[config.mk]
export PLATFORM = sky130hd
export DESIGN_NAME = utf8_stream_decoder
export DESIGN_NICKNAME = d
export VERILOG_FILES = /design/src/rtl/u8sd_pkg.sv /design/src/rtl/u8sd_decode.sv /design/src/rtl/u8sd_emit.sv /design/src/rtl/utf8_stream_decoder.sv
export SDC_FILE = /design/constraint.sdc
export NUM_CORES = 1
export LEC_CHECK = 0
export ABC_CLOCK_PERIOD_IN_PS = 3900
export BUFFER_PORTS_ARGS = -buffer_cell sky130_fd_sc_hd__buf_4
export CAP_MARGIN = 20
export CELL_PAD_IN_SITES_DETAIL_PLACEMENT = 0
export CELL_PAD_IN_SITES_GLOBAL_PLACEMENT = 1
export CORE_UTILIZATION = 42
export DETAILED_ROUTE_END_ITERATION = 8
export PLACE_DENSITY = 0.83
export SETUP_SLACK_MARGIN = 0.2
export SYNTH_ARGS = -nofsm -noshare
export SYNTH_HDL_FRONTEND = slang
export SYNTH_SLANG_ARGS = --single-unit
[constraint.sdc]
create_clock -name i_clk -period 3.9 [get_ports i_clk]
set_input_delay 0.585 -clock i_clk [delete_from_list [all_inputs] [get_ports i_clk]]
set_output_delay 0.585 -clock i_clk [all_outputs]
set_load 0.01 [all_outputs]
[src/rtl/u8sd_pkg.sv]
// ----------------------------------------------------------------------------
// u8sd_pkg: shared types and constants for the UTF-8 stream decoder
// Byte class masks and the result burst handed from decode to emit.
// ----------------------------------------------------------------------------
package u8sd_pkg;

    localparam int unsigned CP_W  = 21;
    localparam int unsigned CNT_W = 3;   // up to four results per byte

    // byte classes: (byte & MASK) == CODE
    localparam logic [7:0] CONT_MASK  = 8'hC0;
    localparam logic [7:0] CONT_CODE  = 8'h80;
    localparam logic [7:0] CONT_DATA  = 8'h3F;
    localparam logic [7:0] LEAD2_MASK = 8'hE0;
    localparam logic [7:0] LEAD2_CODE = 8'hC0;
    localparam logic [7:0] LEAD2_DATA = 8'h1F;
    localparam logic [7:0] LEAD3_MASK = 8'hF0;
    localparam logic [7:0] LEAD3_CODE = 8'hE0;
    localparam logic [7:0] LEAD3_DATA = 8'h0F;
    localparam logic [7:0] LEAD4_MASK = 8'hF8;
    localparam logic [7:0] LEAD4_CODE = 8'hF0;
    localparam logic [7:0] LEAD4_DATA = 8'h07;
    localparam logic [7:0] ASCII_LIM  = 8'h80;

    // results caused by one byte: all but the final one are errors
    typedef struct packed {
        logic [CNT_W-1:0] count;
        logic [CP_W-1:0]  code_point;   // final result, zero when invalid
        logic             invalid;      // final result
    } t_burst;

endpackage

[src/rtl/u8sd_decode.sv]
// ----------------------------------------------------------------------------
// u8sd_decode: sequence state and per-byte decode
// Updates the open-sequence state on each accepted byte and describes the
// burst of results that byte causes.
// ----------------------------------------------------------------------------
module u8sd_decode (
    input  logic              i_clk,
    input  logic              i_rst_n,
    input  logic              i_accept,
    input  logic [7:0]        i_byte,
    output u8sd_pkg::t_burst  o_burst
);

    logic [u8sd_pkg::CP_W-1:0] r_pv, n_pv;
    logic [1:0]                r_exp, n_exp;
    logic [1:0]                r_rcv, n_rcv;

    logic                      is_cont;
    logic                      idle_path;
    logic [1:0]                rcv_inc;
    logic [u8sd_pkg::CP_W-1:0] acc;
    logic [2:0]                errs;
    logic                      res;
    logic [u8sd_pkg::CP_W-1:0] res_cp;
    logic                      res_inv;
    logic                      done;

    // decode the byte against the open sequence
    always_comb begin
        is_cont   = (i_byte & u8sd_pkg::CONT_MASK) == u8sd_pkg::CONT_CODE;
        idle_path = (r_exp == 2'd0) || !is_cont;
        rcv_inc   = r_rcv + 2'd1;
        acc       = {r_pv[u8sd_pkg::CP_W-7:0], i_byte[5:0]};
        n_pv      = r_pv;
        n_exp     = r_exp;
        n_rcv     = r_rcv;
        errs      = 3'd0;
        res       = 1'b0;
        res_cp    = '0;
        res_inv   = 1'b0;
        done      = 1'b0;

        if (r_exp != 2'd0 && is_cont) begin
            // continuation: shift in six bits, close when complete
            if (rcv_inc >= r_exp) begin
                done  = 1'b1;
                n_pv  = '0;
                n_exp = 2'd0;
                n_rcv = 2'd0;
            end else begin
                n_pv  = acc;
                n_rcv = rcv_inc;
            end
        end else if (r_exp != 2'd0) begin
            // broken sequence: one error for the lead, one per taken byte
            errs  = 3'd1 + {1'b0, (r_rcv > 2'd2) ? 2'd2 : r_rcv};
            n_pv  = '0;
            n_exp = 2'd0;
            n_rcv = 2'd0;
        end

        if (idle_path) begin
            if (i_byte == 8'd0) begin
                // end of text: nothing
            end else if (i_byte < u8sd_pkg::ASCII_LIM) begin
                res    = 1'b1;
                res_cp = {{(u8sd_pkg::CP_W-8){1'b0}}, i_byte};
            end else if ((i_byte & u8sd_pkg::LEAD2_MASK) == u8sd_pkg::LEAD2_CODE) begin
                n_pv  = {{(u8sd_pkg::CP_W-8){1'b0}}, i_byte & u8sd_pkg::LEAD2_DATA};
                n_exp = 2'd1;
                n_rcv = 2'd0;
            end else if ((i_byte & u8sd_pkg::LEAD3_MASK) == u8sd_pkg::LEAD3_CODE) begin
                n_pv  = {{(u8sd_pkg::CP_W-8){1'b0}}, i_byte & u8sd_pkg::LEAD3_DATA};
                n_exp = 2'd2;
                n_rcv = 2'd0;
            end else if ((i_byte & u8sd_pkg::LEAD4_MASK) == u8sd_pkg::LEAD4_CODE) begin
                n_pv  = {{(u8sd_pkg::CP_W-8){1'b0}}, i_byte & u8sd_pkg::LEAD4_DATA};
                n_exp = 2'd3;
                n_rcv = 2'd0;
            end else begin
                res     = 1'b1;
                res_inv = 1'b1;
            end
        end

        // describe the burst: final result first from the idle handling
        o_burst.count = errs + {2'b00, res} + {2'b00, done};
        if (res) begin
            o_burst.code_point = res_cp;
            o_burst.invalid    = res_inv;
        end else if (done) begin
            o_burst.code_point = acc;
            o_burst.invalid    = 1'b0;
        end else begin
            o_burst.code_point = '0;
            o_burst.invalid    = 1'b1;
        end
    end

    // advance sequence state on each accepted byte
    always_ff @(posedge i_clk) begin
        if (!i_rst_n) begin
            r_pv  <= '0;
            r_exp <= 2'd0;
            r_rcv <= 2'd0;
        end else if (i_accept) begin
            r_pv  <= n_pv;
            r_exp <= n_exp;
            r_rcv <= n_rcv;
        end
    end

    // an open sequence never holds all its continuation bytes
    a_rcv_below_exp: assert property (@(posedge i_clk) disable iff (!i_rst_n)
        (r_exp != 2'd0) |-> (r_rcv < r_exp))
        else $error("received count reached expected count");

    // a closed sequence leaves no partial bits behind
    a_closed_clean: assert property (@(posedge i_clk) disable iff (!i_rst_n)
        (r_exp == 2'd0) |-> (r_rcv == 2'd0 && r_pv == '0))
        else $error("closed sequence holds stale state");

endmodule

[src/rtl/u8sd_emit.sv]
// ----------------------------------------------------------------------------
// u8sd_emit: result register and error replay
// Holds one burst and hands its results out one per request, errors first.
// ----------------------------------------------------------------------------
module u8sd_emit (
    input  logic                       i_clk,
    input  logic                       i_rst_n,
    input  logic                       i_load,
    input  u8sd_pkg::t_burst           i_burst,
    output logic                       o_load_ok,
    output logic                       o_valid,
    input  logic                       i_stall,
    output logic [u8sd_pkg::CP_W-1:0]  o_code_point,
    output logic                       o_invalid,
    output logic                       o_last_of_run
);

    logic [u8sd_pkg::CNT_W-1:0] r_cnt;
    logic [u8sd_pkg::CP_W-1:0]  r_cp;
    logic                       r_inv;
    logic                       take;
    logic                       final_one;

    // drive the current result: earlier ones are bare errors
    always_comb begin
        final_one     = r_cnt == 3'd1;
        o_valid       = r_cnt != 3'd0;
        take          = o_valid && !i_stall;
        o_code_point  = final_one ? r_cp : '0;
        o_invalid     = !final_one || r_inv;
        o_last_of_run = final_one;
        o_load_ok     = (r_cnt == 3'd0) || (final_one && !i_stall);
    end

    // load a new burst or count down on each taken request
    always_ff @(posedge i_clk) begin
        if (!i_rst_n) begin
            r_cnt <= '0;
        end else if (i_load) begin
            r_cnt <= i_burst.count;
        end else if (take) begin
            r_cnt <= r_cnt - 3'd1;
        end
    end

    // hold the final result payload
    always_ff @(posedge i_clk) begin
        if (i_load) begin
            r_cp  <= i_burst.code_point;
            r_inv <= i_burst.invalid;
        end
    end

    // one byte never causes more than four results
    a_cnt_max: assert property (@(posedge i_clk) disable iff (!i_rst_n)
        r_cnt <= 3'd4)
        else $error("burst count above four");

    // an error result carries a zero code point
    a_err_zero: assert property (@(posedge i_clk) disable iff (!i_rst_n)
        (o_valid && o_invalid) |-> (o_code_point == '0))
        else $error("error result with nonzero code point");

    // a taken non-final result steps the count down by one
    a_cnt_step: assert property (@(posedge i_clk) disable iff (!i_rst_n)
        (take && r_cnt > 3'd1) |=> (r_cnt == $past(r_cnt) - 3'd1))
        else $error("replay count skipped");

endmodule

[src/rtl/utf8_stream_decoder.sv]
// A byte's first result is offered in the cycle after the byte is accepted.
// One byte per cycle while each byte yields at most one result and the output is not stalled.
// A byte that yields k results (k up to 4) holds the input until its final result is taken,
// set by the single result register that replays the errors one per cycle while not stalled.
// Reset (synchronous, active low) closes any open sequence and drops pending results.
// ----------------------------------------------------------------------------
// utf8_stream_decoder: streaming UTF-8 to code point decoder
// Takes one text byte per request and emits decoded code points and error
// results, with a flag on the last result caused by each byte.
// ----------------------------------------------------------------------------
module utf8_stream_decoder (
    input  logic        i_clk,
    input  logic        i_rst_n,
    input  logic        i_in_valid,
    output logic        o_in_stall,
    input  logic [7:0]  i_text_byte,
    output logic        o_out_valid,
    input  logic        i_out_stall,
    output logic [20:0] o_code_point,
    output logic        o_invalid,
    output logic        o_last_of_run
);

    u8sd_pkg::t_burst burst;
    logic             load_ok;
    logic             accept;

    // accept a byte whenever the result register frees up this cycle
    assign o_in_stall = !load_ok;
    assign accept     = i_in_valid && load_ok;

    u8sd_decode u_decode (
        .i_clk    (i_clk),
        .i_rst_n  (i_rst_n),
        .i_accept (accept),
        .i_byte   (i_text_byte),
        .o_burst  (burst)
    );

    u8sd_emit u_emit (
        .i_clk         (i_clk),
        .i_rst_n       (i_rst_n),
        .i_load        (accept),
        .i_burst       (burst),
        .o_load_ok     (load_ok),
        .o_valid       (o_out_valid),
        .i_stall       (i_out_stall),
        .o_code_point  (o_code_point),
        .o_invalid     (o_invalid),
        .o_last_of_run (o_last_of_run)
    );

endmodule

### After elaboration in Yosys (flattened, before gate mapping)

Cells that the tools add are included.

| cells by class | value |
|---|---|
| reduce and logical (&&, ||, !) cells | 17 |
| muxes and demuxes | 49 |
| eq/ne operators | 5 |
| add/subtract/negate cells | 5 |
| $lt $le $gt $ge | 3 |

Operator list:

| kind | number |
|---|---|
| two-way mux 21 bit | 12 |
| two-way mux 22 bit | 2 |
| two-way mux 2 bit | 19 |
| two-way mux 3 bit | 4 |
| two-way mux 1 bit | 11 |
| logical NOT 8 bit | 1 |
| < comparator 8 bit, second input constant | 1 |
| two-way mux 8 bit | 1 |
| adder 3 x 1 -> 3 bit | 2 |
| == test 5 bit, second input constant | 1 |
| == test 4 bit, second input constant | 1 |
| logical AND 1 bit | 4 |
| logical NOT 1 bit | 4 |
| nonzero test 2 bit | 2 |
| adder 1 x 2 -> 3 bit, first input constant | 1 |
| == test 3 x 1 -> 1 bit, second input constant | 1 |
| == test 3 bit, second input constant | 1 |
| logical NOT 3 bit | 1 |
| logical OR 1 bit | 3 |
| nonzero test 3 bit | 1 |
| subtractor 3 x 1 -> 3 bit, second input constant | 1 |
| adder 2 x 1 -> 2 bit, second input constant | 1 |
| == test 2 bit, second input constant | 1 |
| greater-or-equal comparator 2 bit | 1 |
| 2 further kinds | 2 |

| word-level totals | value |
|---|---|
| input bits | 12 |
| logic and storage cells | 85 |
| output and inout bits | 25 |
| bits in registers | 50 |

### Logic depth before layout (Yosys ltp)

| depth | value |
|---|---|
| word-level depth | 10 |
| gate-level depth with buffers | 12 |
| gate-level depth less buffers | 11 |

### By module

From an unflattened synthesis, not the netlist that was laid out.

| unflattened totals | value |
|---|---|
| cells, all modules | 227 |
| area total of the unflattened synthesis | 2,299.7 um^2 |

Modules (own cells, without submodules):

| module | cells an instance | sequential area each (um^2) | times used | area an instance (um^2) |
|---|---|---|---|---|
| u8sd_decode | 151 | 380.4 | 1 | 1,247.4 |
| u8sd_emit | 74 | 720.7 | 1 | 1,042.2 |
| utf8_stream_decoder | 2 | 0.0 | 1 | 10.0 |

### Least setup slack after synthesis

Ideal clock, no wire load.

| path | value |
|---|---|
| path type | reg-to-reg |
| start point | register u_decode.r_rcv[0] |
| end point | register u_emit.r_cnt[2] (netlist name) |
| cell stages (with the launch flop) | 13 |
| required time | 3.730 ns |
| data arrival time | 2.513 ns |
| library setup time | 0.170 ns |
| slack | 1.217 ns |
| buffers on the path | 1 |
| path through | dfxtp_1 -> inv_1 -> ha_1 -> ha_1 -> a21oi_1 -> nor2_1 -> clkbuf_1 -> inv_1 -> fa_1 -> inv_1 -> ha_1 -> xor2_1 -> a21oi_1 |

| on the way | value |
|---|---|
| cells in the longest elaborated chain, start to end | 8 |

Ends and longest elaborated chain:

| what | line | source |
|---|---|---|
| start: declaration | u8sd_decode.sv:16 | `logic [1:0] r_rcv, n_rcv;` |
| start signal: assignment | u8sd_decode.sv:109 | `r_rcv <= n_rcv;` |
| > comparator 2 bit | u8sd_decode.sv:56 | `errs = 3'd1 + {1'b0, (r_rcv > 2'd2) ? 2'd2 : r_rcv};` |
| two-way mux 2 bit | u8sd_decode.sv:56 |  |
| adder 1 x 2 -> 3 bit | u8sd_decode.sv:56 |  |
| two-way mux 3 bit | u8sd_decode.sv:54 | `end else if (r_exp != 2'd0) begin` |
| two-way mux 3 bit | u8sd_decode.sv:43 | `if (r_exp != 2'd0 && is_cont) begin` |
| adder 3 x 1 -> 3 bit | u8sd_decode.sv:87 | `o_burst.count = errs + {2'b00, res} + {2'b00, done};` |
| adder 3 x 1 -> 3 bit (*) | u8sd_decode.sv:87 |  |
| two-way mux 3 bit (*) | u8sd_emit.sv:39 | `end else if (i_load) begin` |
| end signal: assignment | u8sd_emit.sv:40 | `r_cnt <= i_burst.count;` |
| end signal: assignment | u8sd_emit.sv:42 | `r_cnt <= r_cnt - 3'd1;` |
| end: declaration | u8sd_emit.sv:18 | `logic [u8sd_pkg::CNT_W-1:0] r_cnt;` |

Every way passes the cells marked *; elsewhere a longest branch is shown, timed or not.
A chain may end at the register's enable or synchronous reset.

### Worst setup path in the final report

| path | value |
|---|---|
| start point | register u_decode.r_rcv[0] |
| end point | register u_decode.r_pv[11] (netlist name) |

| on the way | value |
|---|---|
| cells in the longest elaborated chain, start to end | 10 |

Ends and longest elaborated chain:

| what | line | source |
|---|---|---|
| adder 2 x 1 -> 2 bit (*) | u8sd_decode.sv:32 | `rcv_inc = r_rcv + 2'd1;` |
| greater-or-equal comparator 2 bit (*) | u8sd_decode.sv:45 | `if (rcv_inc >= r_exp) begin` |
| two-way mux 21 bit (*) | u8sd_decode.sv:45 |  |
| two-way mux 21 bit (*) | u8sd_decode.sv:43 |  |
| two-way mux 21 bit | u8sd_decode.sv:76 | `end else if ((i_byte & u8sd_pkg::LEAD4_MASK) == u8sd_pkg::LEAD4_CODE) begin` |
| two-way mux 21 bit | u8sd_decode.sv:72 | `end else if ((i_byte & u8sd_pkg::LEAD3_MASK) == u8sd_pkg::LEAD3_CODE) begin` |
| two-way mux 21 bit | u8sd_decode.sv:68 | `end else if ((i_byte & u8sd_pkg::LEAD2_MASK) == u8sd_pkg::LEAD2_CODE) begin` |
| two-way mux 21 bit | u8sd_decode.sv:65 | `end else if (i_byte < u8sd_pkg::ASCII_LIM) begin` |
| two-way mux 21 bit | u8sd_decode.sv:63 | `if (i_byte == 8'd0) begin` |
| two-way mux 21 bit (*) | u8sd_decode.sv:62 | `if (idle_path) begin` |
| end signal: assignment | u8sd_decode.sv:107 | `r_pv <= n_pv;` |
| end: declaration | u8sd_decode.sv:14 | `logic [u8sd_pkg::CP_W-1:0] r_pv, n_pv;` |

Marks and branches as above.

==> results.txt <==
----------------------------------------------------
[Status]
  Run status ... complete, no violations

[Critical path]
  CP Buf/Inv Count ... 1
  Worst Setup Path Type ... flip-flop to flip-flop
  Highest fanout seen on the critical path ... 17
  Standard cell with the maximum stage delay on the critical path ... sky130_fd_sc_hd__a2111oi_4
  Most Frequent Cell on Critical Path ... sky130_fd_sc_hd__ha_1
  Sequence of cells on the critical path ... inv_1 > ha_1 > ha_1 > a2111oi_4 > a32oi_1 > nor3b_1
  CP top delay family ... compound AO/OA/AOI/OAI gates
  Peak per-stage delay on the critical path ... around 0.88 ns
  Crit Reg-Reg Startpoint ... u_decode.r_rcv[0]$_SDFFE_PN0P_
  Capturing element type of the critical path ... flip-flop
  R2R cell count ... 6
  R2R Path End ... u_decode.r_pv[11]$_SDFFE_PN0P_
  Worst Path Arrival ... around 2.8 ns
  Worst R2R Setup Slack ... 1.31 ns
  Required time at the endpoint of the critical path ... between 4 and 5 ns
  Startpoint type of the worst setup path ... flip-flop

[Route]
  Per-cell via count in the routed design ... 5.102
  Vias ... about 1600
  Antenna-violating nets left ... 0
  Drt total wl ... roughly 4400 um
  Wire length per cell after detailed routing ... 13.48 um
  Detailed-route DRC error count ... 0
  Violation count after the first detailed-routing iteration ... 94
  Count of TritonRoute iterations in the first routing pass ... 4

[Final layout]
  Final #Nets ... ~270
  Fraction of final layout cells with drive strength greater than 1 ... a little under a quarter
  Antenna diodes ... 0
  FILL cells ... 463
  Area overhead of the layout relative to synthesis ... 19.66%

[Synth]
  Async SR Flop Fraction ... 0%
  Complex-gate fraction of the synthesized area ... between 15 and 20%
  Multiplexer fraction of the synthesized cell area ... 0%
  Post-synthesis adder-cell area fraction ... ~5.9%
  Top cell type by total area after synthesis ... sky130_fd_sc_hd__edfxtp_1
  Register bit count reported by yosys ... 44
  Distinct cell type count of the synthesized netlist ... 43
  Share of the synthesized area in the top cell type ... a little under 30%
  Primary flip-flop cell chosen by synthesis mapping ... sky130_fd_sc_hd__edfxtp_1
  Synth Instances ... 217
  Average cell area after synthesis ... 10.41 um2
  Largest family of logic cells by synthesized area ... simple AND/OR/NAND/NOR gates
  Post-synth EDFFs ... 22
  Warning count from the yosys run ... 0
  Simple-gate area share of the yosys netlist ... a little over a fifth
  Post-Syn Nets ... ~240
  Portion of the post-synthesis area used by sequential elements ... between 40% and 50%
  Leading cell types by total area after synthesis ... sky130_fd_sc_hd__edfxtp_1, sky130_fd_sc_hd__dfxtp_1, sky130_fd_sc_hd__and2_1
  Cell Area, Synth ... roughly 0.0023 mm2
  XOR/XNOR Fraction of Synth Area ... 0.7752%

[Placed design]
  HPWL after detailed placement ... roughly 3100 um
  Weighted congestion reported at the end of routability-driven placement ... 0.8188
  Number of buffers added on ports ... 36

[Clocking]
  Clock tree from TritonCTS ... built
  H-Tree Depth ... 2
  Quantity of gates resized following cts ... 0
  Max Root-Sink Buffers ... 2
  Total clock buffers created by CTS ... 5
  Root buffer cell ... sky130_fd_sc_hd__clkbuf_8
  Clock latency on the worst-skew pair ... about 0.3 ns
  Number of buffers inserted for hold repair after clock tree synthesis ... 0
  Number of sinks on the clock net ... 44
  Setup fix buffers added after clock tree synthesis ... 0
  Clock transition at path regs ... roughly 0.090 ns

[Floorplan]
  Height of the die ... 75.35 um
  Number of ports placed on the die boundary ... 37
  Horiz. Die Dim ... around 75 um
  Number of cell rows ... 26
  Core outline area ... 0.005140 mm2
  Die outline area ... around 0.0057 mm2
  Initial core utilization ... a little over two fifths

[Power]
  VDD IR-drop max ... 0.1908 mV
  PnR Total Power ... 1.445 mW
  Total leakage power ... roughly 1.1 nW
  Power per cell area ... 534.5 mW/mm2

[GRT]
  Number of antenna violations at the first check in global routing ... 0
  Total global routing overflow ... 0
  Number of global-route vias before repair ... between 1000 and 1500
  Pin count of the biggest net entering global routing ... 25
  Aggregate global-route resource usage ... 17.35%
  Wire length of the first global-routing pass ... about 7000 um

[Timing]
  Tcrit/Tclk final ... around two thirds
  Maximum frequency from static timing analysis ... 0.3868 GHz
  Max-Slew Margin vs Limit ... 34.08%
  Post-Route Setup TNS ... 0 ns
  Max-slew violation count ... 0
  Clock period minus final worst setup slack ... 2.585 ns
  Final clock skew ... roughly 0.010 ns
  Final hold violations ... 0
  Worst slew pin tran ... about 0.99 ns
  RSZ-0062 raised after global routing ... no
  Number of failing setup endpoints in the final timing report ... 0

[Hold path]
  Worst Hold Depth ... 2
  Startpoint of the lowest-slack hold path ... u_decode.r_pv[3]$_SDFFE_PN0P_
  Class of the tightest hold or removal check ... flip-flop to flip-flop
  Hold-critical path endpoint ... u_decode.r_pv[3]$_SDFFE_PN0P_

[Job]
  Total of max-cap violations ... 0

----------------------------------------------------
area by class of cell:
class                      count  area [um2]  area share (%)
clock inverter                 3       46.29           1.712
sequential                    44        1101           40.72
clock buffer                   5       68.82           2.545
timing repair buffer          40       300.3           11.11
tap                           70       87.58           3.239
multi-input combinational    150        1059           39.15
inverter                      11       41.29           1.527
cell usage after synthesis, drive strengths merged, types with 4 or more instances:
master and number:
and2 41, dfxtp 22, edfxtp 22, a21oi 16
a32oi 11, inv 11, ha 9, nand2 9
nor2 9, o21ai 8, clkbuf 7, nor3b 7
buf 5, a21boi 4, nand2b 4, nor2b 4
cells in the final DEF (no fill, tap or decap), types with 4 or more instances in the layout:
cell	count
sky130_fd_sc_hd__and2_1	41
sky130_fd_sc_hd__nor2_1	9
sky130_fd_sc_hd__clkbuf_8	5
sky130_fd_sc_hd__edfxtp_1	22
sky130_fd_sc_hd__nor2b_1	4
sky130_fd_sc_hd__a32oi_1	11
sky130_fd_sc_hd__dfxtp_1	22
sky130_fd_sc_hd__o21ai_0	7
sky130_fd_sc_hd__inv_1	11
sky130_fd_sc_hd__buf_4	40
sky130_fd_sc_hd__ha_1	9
sky130_fd_sc_hd__nand2_1	9
sky130_fd_sc_hd__nor3b_1	6
sky130_fd_sc_hd__a21oi_1	15
how the worst max path moves through the flow:
stage | startpoint | end | slack (ns) | depth (start not counted)
after floorplan | u_decode.r_rcv[0]$_SDFFE_PN0P_ | u_emit.r_cnt[2]$_SDFFE_PN0P_ | 1.22 | 12
after global placement | u_decode.r_rcv[0]$_SDFFE_PN0P_ | u_decode.r_pv[13]$_SDFFE_PN0P_ | 1.36 | 6
after detailed placement | i_out_stall | u_decode.r_pv[8]$_SDFFE_PN0P_ | 1.33 | 8
after CTS | u_decode.r_rcv[0]$_SDFFE_PN0P_ | u_decode.r_pv[11]$_SDFFE_PN0P_ | 1.32 | 6
after global routing | u_decode.r_rcv[0]$_SDFFE_PN0P_ | u_decode.r_pv[10]$_SDFFE_PN0P_ | 1.05 | 6
final | u_decode.r_rcv[0]$_SDFFE_PN0P_ | u_decode.r_pv[11]$_SDFFE_PN0P_ | 1.31 | 6
power by group:
group,internal [mW],switching [mW]
Combinational,0.209,0.271
Clock,0.193,0.162
Sequential,0.586,0.0239
tightest hold or removal path: cells and delay by family, from the launching register on:
family	cells	cell delay [ns]
and+or+nand+nor	1	0.05
AOI/OAI and AO/OA	1	0.06
DFF	1	0.33
state kept, by name, indices dropped and copies added (netlist names):
register / flops
u_decode.r_exp: 2
u_emit.r_cnt: 3
u_decode.r_rcv: 2
u_emit.r_inv: 1
u_emit.r_cp: 21
u_decode.r_pv: 15
routing by layer:
metal  vias to the layer above  GRT usage [%]  share of wire (%)
met2                        40          29.56                 48
met1                       756          21.68                 45
met4                         0          6.173                1.7
li1                        846              -                  -
met3                         6          3.968                4.8
met5                         -              0                  0
per-stage QoR:
stage / cells / hold slack [ns] / worst slack [ns] / cell area [um2] / utilization, %
2_1_floorplan: 217 / 0.4447 / 1.217 / 2260 / -
3_3_place_gp: 315 / 0.4692 / 1.358 / 2589 / 50.37
3_5_place_dp: 315 / 0.4722 / 1.326 / 2589 / 50.37
4_1_cts: 323 / 0.4956 / 1.318 / 2704 / 52.60
5_1_grt: 323 / 0.5036 / 1.052 / 2704 / 52.60
6_report: 323 / 0.4913 / 1.315 / 2704 / 52.60
kinds of logic (layout without fill, tap and decap cells):
| kind of cell | Yosys count | count (layout) |
|---|---|---|
| AO/OA/AOI/OAI | 55 | 55 |
| adder cells (fa/ha/maj) | 10 | 10 |
| AND/OR/NAND/NOR | 83 | 83 |
| buffers and inverters | 23 | 59 |
| XOR/XNOR | 2 | 2 |
| flip-flops | 44 | 44 |
Note: power is estimated with default switching activity, not from simulation.
